<file path="config.mk">
export PLATFORM = sky130hd
export DESIGN_NAME = palette_fade_stepper_unit
export DESIGN_NICKNAME = d
export VERILOG_FILES = /design/src/rtl/pfs_pkg.sv /design/src/rtl/pfs_chan_unit.sv /design/src/rtl/palette_fade_stepper_unit.sv
export SDC_FILE = /design/constraint.sdc
export NUM_CORES = 1
export LEC_CHECK = 0
export ABC_CLOCK_PERIOD_IN_PS = 8920
export BUFFER_PORTS_ARGS = -buffer_cell sky130_fd_sc_hd__buf_2
export CORE_MARGIN = 2
export CORE_UTILIZATION = 45
export CTS_BUF_LIST = sky130_fd_sc_hd__clkbuf_4 sky130_fd_sc_hd__clkbuf_8
export DETAILED_ROUTE_END_ITERATION = 16
export HOLD_SLACK_MARGIN = 0.15
export SLEW_MARGIN = 20
export SYNTH_ARGS = -nofsm -noshare
export SYNTH_HDL_FRONTEND = slang
export SYNTH_SLANG_ARGS = --single-unit
export TNS_END_PERCENT = 5
</file>
<file path="constraint.sdc">
create_clock -name i_clk -period 8.92 [get_ports i_clk]
set_input_delay 0 -clock i_clk [delete_from_list [all_inputs] [get_ports i_clk]]
set_output_delay 0 -clock i_clk [all_outputs]
set_load 0.02 [all_outputs]
</file>
<file path="src/rtl/pfs_pkg.sv">
package pfs_pkg;

    localparam int ENTRIES_DEF = 16;
    localparam int IDX_W       = 4;
    localparam int COL_W       = 15;
    localparam int CH_W        = 5;
    localparam int CHANS       = 3;
    localparam int LEN_W       = 10;
    localparam int MASK_W      = 16;
    localparam int ERR_W       = 8;
    localparam int DELTA_W     = 6;
    localparam int STEP_W      = 8;
    localparam int ACC_W       = 10;
    localparam int ACT_W       = 2;

    localparam logic [CH_W-1:0]   CHAN_MAX = 5'd31;
    localparam logic [LEN_W-1:0]  MAX_FADE = 10'd255;

    localparam logic [ACT_W-1:0] ACT_LOAD  = 2'd0;
    localparam logic [ACT_W-1:0] ACT_START = 2'd1;
    localparam logic [ACT_W-1:0] ACT_STEP  = 2'd2;

    typedef struct packed {
        logic                      go;
        logic [CH_W-1:0]           value;
        logic signed [DELTA_W-1:0] delta;
        logic [ERR_W-1:0]          err;
        logic [STEP_W-1:0]         total;
    } t_chan_req;

    typedef struct packed {
        logic              done;
        logic [CH_W-1:0]   value;
        logic [ERR_W-1:0]  err;
    } t_chan_rsp;

endpackage

</file>
<file path="src/rtl/pfs_chan_unit.sv">
module pfs_chan_unit (
    input  logic               i_clk,
    input  logic               i_rst_n,
    input  pfs_pkg::t_chan_req i_req,
    output pfs_pkg::t_chan_rsp o_rsp
);

    logic                                r_run;
    logic                                r_dir_neg;
    logic [pfs_pkg::CH_W-1:0]            r_val;
    logic signed [pfs_pkg::ACC_W-1:0]    r_err;
    logic [pfs_pkg::DELTA_W-1:0]         neg_delta;
    logic [pfs_pkg::CH_W-1:0]            mag;
    logic                                active;
    logic signed [pfs_pkg::ACC_W-1:0]    err_init;
    logic [pfs_pkg::CH_W-1:0]            n_val;
    logic signed [pfs_pkg::ACC_W-1:0]    n_err;

    always_comb begin
        neg_delta = pfs_pkg::DELTA_W'(0) - i_req.delta;
        mag       = i_req.delta[pfs_pkg::DELTA_W-1] ? neg_delta[pfs_pkg::CH_W-1:0]
                                                    : i_req.delta[pfs_pkg::CH_W-1:0];
        active    = i_req.delta[pfs_pkg::DELTA_W-1] ? (i_req.value != '0)
                                                    : (i_req.value != pfs_pkg::CHAN_MAX);
        err_init  = active ? $signed({2'b00, i_req.err}) - $signed({5'b00000, mag})
                           : $signed({2'b00, i_req.err});
        // one step along the line, clamped at the channel ends
        if (r_dir_neg) begin
            n_val = (r_val == '0) ? r_val : r_val - 5'd1;
        end else begin
            n_val = (r_val == pfs_pkg::CHAN_MAX) ? r_val : r_val + 5'd1;
        end
        n_err = r_err + $signed({2'b00, i_req.total});
    end

    always_ff @(posedge i_clk) begin
        if (!i_rst_n) begin
            r_run <= 1'b0;
        end else if (i_req.go) begin
            r_run     <= 1'b1;
            r_dir_neg <= i_req.delta[pfs_pkg::DELTA_W-1];
            r_val     <= i_req.value;
            r_err     <= err_init;
        end else if (r_run) begin
            if (r_err[pfs_pkg::ACC_W-1]) begin
                r_val <= n_val;
                r_err <= n_err;
            end else begin
                r_run <= 1'b0;
            end
        end
    end

    assign o_rsp.done  = r_run && !r_err[pfs_pkg::ACC_W-1];
    assign o_rsp.value = r_val;
    assign o_rsp.err   = r_err[pfs_pkg::ERR_W-1:0];

`ifndef SYNTHESIS
    a_done_ends: assert property (@(posedge i_clk) disable iff (!i_rst_n)
        r_run && !r_err[pfs_pkg::ACC_W-1] && !i_req.go |=> !r_run)
        else $error("channel unit kept running after error went non-negative");
    a_err_floor: assert property (@(posedge i_clk) disable iff (!i_rst_n)
        r_run |-> r_err >= -10'sd32)
        else $error("channel error below the largest delta");
    a_no_overlap: assert property (@(posedge i_clk) disable iff (!i_rst_n)
        i_req.go |-> !r_run)
        else $error("channel unit started while busy");
`endif

endmodule

</file>
<file path="src/rtl/palette_fade_stepper_unit.sv">
// Palette fade stepper: holds ENTRIES palette entries of 5:5:5 color with a goal
// color each, and fades them with a Bresenham error term per color channel.
// A load word writes one entry if its index is in range, a start word sets deltas
// and errors one entry per cycle, and a final step lands every masked entry on its
// goal and sends the colors. An ordinary step is accepted, passes over each entry
// that is masked off or skipped, runs each channel of each moving entry through the
// single shared channel unit until its error term goes non-negative, and then sends
// the colors; any stall on the output holds the sending of the colors.
// Input stall is high from acceptance until the last result is in the output
// register, and a result waits in that register without blocking the next word.
module palette_fade_stepper_unit #(
    parameter int ENTRIES = pfs_pkg::ENTRIES_DEF
) (
    input  logic                         i_clk,
    input  logic                         i_rst_n,
    input  logic                         i_in_valid,
    output logic                         o_in_stall,
    input  logic [pfs_pkg::ACT_W-1:0]    i_action,
    input  logic [pfs_pkg::IDX_W-1:0]    i_entry_index,
    input  logic [pfs_pkg::COL_W-1:0]    i_start_color,
    input  logic [pfs_pkg::COL_W-1:0]    i_goal_color,
    input  logic [pfs_pkg::LEN_W-1:0]    i_fade_length,
    input  logic                         i_skip_first,
    input  logic [pfs_pkg::MASK_W-1:0]   i_entry_mask,
    output logic                         o_out_valid,
    input  logic                         i_out_stall,
    output logic                         o_status,
    output logic [pfs_pkg::IDX_W-1:0]    o_out_index,
    output logic [pfs_pkg::COL_W-1:0]    o_out_color,
    output logic                         o_last
);

    localparam int IW = (ENTRIES > 1) ? $clog2(ENTRIES) : 1;
    localparam logic [IW-1:0]             ENT_LAST = IW'(ENTRIES - 1);
    localparam logic [pfs_pkg::IDX_W:0]   ENT_CNT  = (pfs_pkg::IDX_W + 1)'(ENTRIES);

    typedef enum logic [2:0] {
        S_IDLE,
        S_ONE,
        S_START,
        S_ISSUE,
        S_WAIT,
        S_EMIT
    } t_state;

    t_state                              r_state;
    logic [IW-1:0]                       r_ent;
    logic [1:0]                          r_ch;
    logic [ENTRIES-1:0]                  r_mask;
    logic                                r_skip;
    logic [pfs_pkg::ERR_W-1:0]           r_half;
    logic [pfs_pkg::STEP_W-1:0]          r_steps_left;
    logic [pfs_pkg::STEP_W-1:0]          r_steps_total;
    logic                                r_one_status;
    logic [pfs_pkg::IDX_W-1:0]           r_one_idx;
    logic [pfs_pkg::COL_W-1:0]           r_one_col;
    logic                                r_out_valid;
    logic                                r_out_status;
    logic [pfs_pkg::IDX_W-1:0]           r_out_index;
    logic [pfs_pkg::COL_W-1:0]           r_out_color;
    logic                                r_out_last;

    logic [pfs_pkg::COL_W-1:0]                  r_cur   [ENTRIES];
    logic [pfs_pkg::COL_W-1:0]                  r_goal  [ENTRIES];
    logic [pfs_pkg::CHANS*pfs_pkg::DELTA_W-1:0] r_delta [ENTRIES];
    logic [pfs_pkg::CHANS*pfs_pkg::ERR_W-1:0]   r_errs  [ENTRIES];

    logic                                       out_free;
    logic                                       idx_ok;
    logic                                       eligible;
    logic [pfs_pkg::COL_W-1:0]                  ent_color;
    logic [pfs_pkg::CHANS*pfs_pkg::DELTA_W-1:0] ent_delta;
    pfs_pkg::t_chan_req                         chan_req;
    pfs_pkg::t_chan_rsp                         chan_rsp;

    assign out_free  = !r_out_valid || !i_out_stall;
    assign idx_ok    = ({1'b0, i_entry_index} < ENT_CNT);
    assign eligible  = r_mask[r_ent] && !(r_skip && (r_ent == '0));
    assign ent_color = r_cur[r_ent];

    always_comb begin
        for (int c = 0; c < pfs_pkg::CHANS; c++) begin
            ent_delta[c*pfs_pkg::DELTA_W +: pfs_pkg::DELTA_W] =
                pfs_pkg::DELTA_W'({1'b0, r_goal[r_ent][c*pfs_pkg::CH_W +: pfs_pkg::CH_W]})
              - pfs_pkg::DELTA_W'({1'b0, r_cur[r_ent][c*pfs_pkg::CH_W +: pfs_pkg::CH_W]});
        end
    end

    always_comb begin
        chan_req.go    = (r_state == S_ISSUE) && eligible;
        chan_req.value = r_cur[r_ent][r_ch*pfs_pkg::CH_W +: pfs_pkg::CH_W];
        chan_req.delta = r_delta[r_ent][r_ch*pfs_pkg::DELTA_W +: pfs_pkg::DELTA_W];
        chan_req.err   = r_errs[r_ent][r_ch*pfs_pkg::ERR_W +: pfs_pkg::ERR_W];
        chan_req.total = r_steps_total;
    end

    pfs_chan_unit u_chan (
        .i_clk   (i_clk),
        .i_rst_n (i_rst_n),
        .i_req   (chan_req),
        .o_rsp   (chan_rsp)
    );

    always_ff @(posedge i_clk) begin
        if (!i_rst_n) begin
            r_state       <= S_IDLE;
            r_out_valid   <= 1'b0;
            r_steps_left  <= '0;
            r_steps_total <= 8'd1;
        end else begin
            if (r_out_valid && !i_out_stall && (r_state != S_ONE) && (r_state != S_EMIT)) begin
                r_out_valid <= 1'b0;
            end
            unique case (r_state)
                S_IDLE: begin
                    if (i_in_valid) begin
                        r_ent  <= '0;
                        r_ch   <= '0;
                        r_mask <= i_entry_mask[ENTRIES-1:0];
                        r_skip <= i_skip_first;
                        unique case (i_action)
                            pfs_pkg::ACT_LOAD: begin
                                r_one_idx <= i_entry_index;
                                r_state   <= S_ONE;
                                if (idx_ok) begin
                                    r_cur[i_entry_index[IW-1:0]]  <= i_start_color;
                                    r_goal[i_entry_index[IW-1:0]] <= i_goal_color;
                                    r_one_status <= 1'b0;
                                    r_one_col    <= i_start_color;
                                end else begin
                                    r_one_status <= 1'b1;
                                    r_one_col    <= '0;
                                end
                            end
                            pfs_pkg::ACT_START: begin
                                r_one_idx <= '0;
                                r_one_col <= '0;
                                if (i_fade_length <= pfs_pkg::MAX_FADE) begin
                                    r_half        <= pfs_pkg::ERR_W'(i_fade_length >> 1);
                                    r_steps_total <= (i_fade_length == '0) ? 8'd1
                                                     : i_fade_length[pfs_pkg::STEP_W-1:0];
                                    r_steps_left  <= (i_fade_length == '0) ? 8'd1
                                                     : i_fade_length[pfs_pkg::STEP_W-1:0];
                                    r_one_status  <= 1'b0;
                                    r_state       <= S_START;
                                end else begin
                                    r_one_status  <= 1'b1;
                                    r_state       <= S_ONE;
                                end
                            end
                            pfs_pkg::ACT_STEP: begin
                                r_one_status <= 1'b1;
                                r_one_idx    <= '0;
                                r_one_col    <= '0;
                                if (r_steps_left == 8'd1) begin
                                    // final step lands every masked entry on its goal
                                    for (int e = 0; e < ENTRIES; e++) begin
                                        if (i_entry_mask[e]) begin
                                            r_cur[e] <= r_goal[e];
                                        end
                                    end
                                    r_steps_left <= '0;
                                    r_state      <= S_EMIT;
                                end else if (r_steps_left != '0) begin
                                    r_state <= S_ISSUE;
                                end else begin
                                    r_state <= S_ONE;
                                end
                            end
                            default: begin
                                r_one_status <= 1'b1;
                                r_one_idx    <= '0;
                                r_one_col    <= '0;
                                r_state      <= S_ONE;
                            end
                        endcase
                    end
                end
                S_ONE: begin
                    if (out_free) begin
                        r_out_valid  <= 1'b1;
                        r_out_status <= r_one_status;
                        r_out_index  <= r_one_idx;
                        r_out_color  <= r_one_col;
                        r_out_last   <= 1'b1;
                        r_state      <= S_IDLE;
                    end
                end
                S_START: begin
                    r_delta[r_ent] <= ent_delta;
                    r_errs[r_ent]  <= {pfs_pkg::CHANS{r_half}};
                    if (r_ent == ENT_LAST) begin
                        r_state <= S_ONE;
                    end else begin
                        r_ent <= r_ent + 1'b1;
                    end
                end
                S_ISSUE: begin
                    if (eligible) begin
                        r_state <= S_WAIT;
                    end else if (r_ent == ENT_LAST) begin
                        r_steps_left <= r_steps_left - 8'd1;
                        r_ent        <= '0;
                        r_state      <= S_EMIT;
                    end else begin
                        r_ent <= r_ent + 1'b1;
                    end
                end
                S_WAIT: begin
                    if (chan_rsp.done) begin
                        r_cur[r_ent][r_ch*pfs_pkg::CH_W +: pfs_pkg::CH_W]   <= chan_rsp.value;
                        r_errs[r_ent][r_ch*pfs_pkg::ERR_W +: pfs_pkg::ERR_W] <= chan_rsp.err;
                        if (r_ch == 2'd2) begin
                            r_ch <= '0;
                            if (r_ent == ENT_LAST) begin
                                r_steps_left <= r_steps_left - 8'd1;
                                r_ent        <= '0;
                                r_state      <= S_EMIT;
                            end else begin
                                r_ent   <= r_ent + 1'b1;
                                r_state <= S_ISSUE;
                            end
                        end else begin
                            r_ch    <= r_ch + 2'd1;
                            r_state <= S_ISSUE;
                        end
                    end
                end
                S_EMIT: begin
                    if (out_free) begin
                        r_out_valid  <= 1'b1;
                        r_out_status <= 1'b0;
                        r_out_index  <= pfs_pkg::IDX_W'(r_ent);
                        r_out_color  <= ent_color;
                        r_out_last   <= (r_ent == ENT_LAST);
                        if (r_ent == ENT_LAST) begin
                            r_state <= S_IDLE;
                        end else begin
                            r_ent <= r_ent + 1'b1;
                        end
                    end
                end
                default: r_state <= S_IDLE;
            endcase
        end
    end

    assign o_in_stall  = (r_state != S_IDLE);
    assign o_out_valid = r_out_valid;
    assign o_status    = r_out_status;
    assign o_out_index = r_out_index;
    assign o_out_color = r_out_color;
    assign o_last      = r_out_last;

`ifndef SYNTHESIS
    a_total_nonzero: assert property (@(posedge i_clk) disable iff (!i_rst_n)
        r_steps_total != '0)
        else $error("fade length register is zero");
    a_left_bounded: assert property (@(posedge i_clk) disable iff (!i_rst_n)
        r_steps_left <= r_steps_total)
        else $error("steps left exceeds fade length");
    a_multi_ok: assert property (@(posedge i_clk) disable iff (!i_rst_n)
        r_out_valid && !r_out_last |-> !r_out_status)
        else $error("multi-word result carries a reject status");
`endif

endmodule
</file>
==> flow_summary.ini <==
[status]
outcome = finished clean

[floorplanning]
die_y_um = 350.8
pin_count = 90
die-area_mm2 = 0.1231
fp.coreArea_mm2 = 0.1197
placementRows = 127
initial_utilization_pct = 45.24
die_w_um = 350.8

[global_routing]
globalRouteTotalUtil_pct = 26.24
grt.met2_usage_pct = 43.01
grt_pass1_vias = 32900
grt_util_met3_pct = 5.848
grt_pass1_wl_mm = 228.8
grt_max_degree = 121
busiest_layer = met2
overflow = 0
antenna_found_initial = 13
grt_util_met1_pct = 32.96

[sta]
worst_pin_slew_ns = 1.289
hold_viol = 0
maxSlewHeadroom_pct = 13.52
setup-tns-final_ns = 0
layout_setup_ws_ns = 3.112
period_share_pct = 65.11
setup_violations = 0
fin_crit_ns = 5.808
skew_ns = 0.05325
drv_slew = 0
timing.fmax_mhz = 172.2
grt_setup_unrepaired = false

[layout]
syn2layout_area_growth_pct = 15.36
final_nets = 3685
layout-drive-gt1-share_pct = 26.34
seqCellArea_mm2 = 0.03775
fin_util_pct = 52.18
fillers = 9592
multi_input_area_mm2 = 0.01544
mostFrequentLayoutCell = edfxtp_1
final_cell_mix = edfxtp_1, mux4_2, nor2_1

[drt]
wirelength_mm = 160.1
drtPass1Iterations = 6
viasPerCell = 6.064
routedWlPerCell_um = 29.91
drc_errors = 0
ant_nets = 0
routed-via-count = 32460
drt_iter0_markers = 4181

[synthesis]
async_flop_share_pct = 0
avgSynthCellArea_um2 = 16.94
postSynthNetCount = 3316
synth_edf_count = 1240
ys_types = 75
synthFlopType = edfxtp_1
synth_seq_cells = 1265
synth_area_mm2 = 0.05413
synthesis.instances = 3196
yosysSeqAreaShare_pct = 69.72
yosys_warnings = 0

[min_path]
hold_class = input pin to flop

[clocking]
htree_levels = 4
postCtsHoldBufs = 143
cts_made_buffers = 203
cts_setup_buffers = 0
clk_pin_slew_ns = 0.06
cts.sinks = 1265
clk_path_buf_depth = 3
ctsResizeCount = 0
clkLatencyLatePin_ns = 0.90
cts_tree = done
cts-root-buf = clkbuf_8

[critical_path]
crit_slowest_cell = dfxtp_4
path_class = flop to flop
crit_arrival_ns = 6.33
slowest_delay_ns = 0.94
crit_required_ns = 9.44
start_kind = flop
path_cells = buf_12 > buf_4 > mux4_1 > nand2_1 > nand4_1 > ha_1 > fa_1 > inv_1 > a21o_1 > a21oi_1 > xnor2_1
cp.buffers_inverters = 3
cp_top_family = buffers and inverters
crit_fanout = 87
cp-end-kind = flop

[job]
drv_cap = 0

[placement]
pre_cts_slack_ns = 2.920
port_buffers = 89
globalplace.congestion = 0.8965
hpwl_mm = 99.78

[power]
irDropWorstVdd_uv = 160.4
leakage_nw = 20.69
pwr_density_cell_mw_per_mm2 = 218.3
==> worst paths after layout <==
kind                                 start                             to  slack, ns  cells past startpoint
max reg2reg                           flop       r_delta[7][10]$_DFFE_PP_       3.11                     11
max                                   flop       r_delta[7][10]$_DFFE_PP_       3.11                     11
min reg2reg  r_steps_total[4]$_SDFFE_PN0P_  r_steps_total[4]$_SDFFE_PN0P_       0.51                      2
min                       i_fade_length[8]        r_state[0]$_SDFFE_PN0P_       0.21                      5
==> synthesized netlist by cell type (all sizes together), types with 8 or more instances <==
cell type     n  area, um^2
inv          57       214.0
a21oi       300        1501
mux2i        25       250.2
a22oi        10       93.84
a22o         10       87.58
or2          16       100.1
mux4        355        8093
o21ai       138       694.4
xnor2        22       192.7
and2         30       190.2
nor2b        12       75.07
a21o         10       75.07
edfxtp     1240       37240
nor2        371        1393
ha           47       588.1
dfxtp        25       500.5
a31oi        11       68.82
nand3        18       90.09
nor3         15       75.07
and3         22       137.6
clkbuf      135       509.2
nand2       165       621.9
buf          70       509.2
xor2          8       70.07
o21bai        8       60.06
==> kinds of logic (layout without fill, tap and decap cells) <==
group           Yosys count  after routing  synth area share, %
compound gates          516            516                5.240
xor+xnor                 30             30               0.4854
fa+ha+maj                53             53                1.308
buf+inv                 264            804                2.291
flops                  1265           1265                69.72
mux                     386            386                15.54
other cells               0              6                    0
simple gates            682            682                5.418
==> cell type report <==
cell class,instances,area share (%)
sequential,1265,60.46
multi-input combinational,1667,24.73
clock buffer,274,5.378
timing repair buffer,369,4.693
tap,1612,3.230
clock inverter,102,1.132
inverter,59,0.3547
antenna,6,0.02405
==> tightest hold or removal path, cell delays in order <==
cell           delay (ns)
dlygate4sd3_1        0.53
buf_2                0.15
o21ai_0              0.20
a211o_1              0.13
a21oi_1              0.06
==> metal layers <==
layer,vias to the layer above,part of all wire (%)
met2,1977,48
met5,-,0.015
met3,429,9.4
met4,4,5.3
li1,13400,-
met1,16650,37
==> registers in the layout, indices dropped and copies added, names as in the netlist, 10 cells and up, named ones only <==
signal	count
r_delta	288
r_one_col	15
r_mask	16
u_chan.r_err	10
r_errs	384
r_cur	240
o_out_color	15
r_goal	240
==> stage by stage <==
stage	total power, W	instances	hold slack, ns	cell area, um^2
2_1_floorplan	0.008086	3196	0.08887	54130
3_3_place_gp	0.008605	4828	0.1843	56790
3_5_place_dp	0.008660	4828	0.1797	56810
4_1_cts	0.01367	5347	0.1601	62310
5_1_grt	0.01408	5354	0.2056	62440
6_report	0.01363	5354	0.2147	62440
==> report_power, final <==
part           internal (W)  switching (W)  leakage [nW]
clock               0.00266        0.00235          2.15
sequential          0.00684      0.0000760          11.4
combinational      0.000674        0.00103          7.17
total                0.0102        0.00345          20.7
Note: power is estimated with default switching activity, not from simulation.
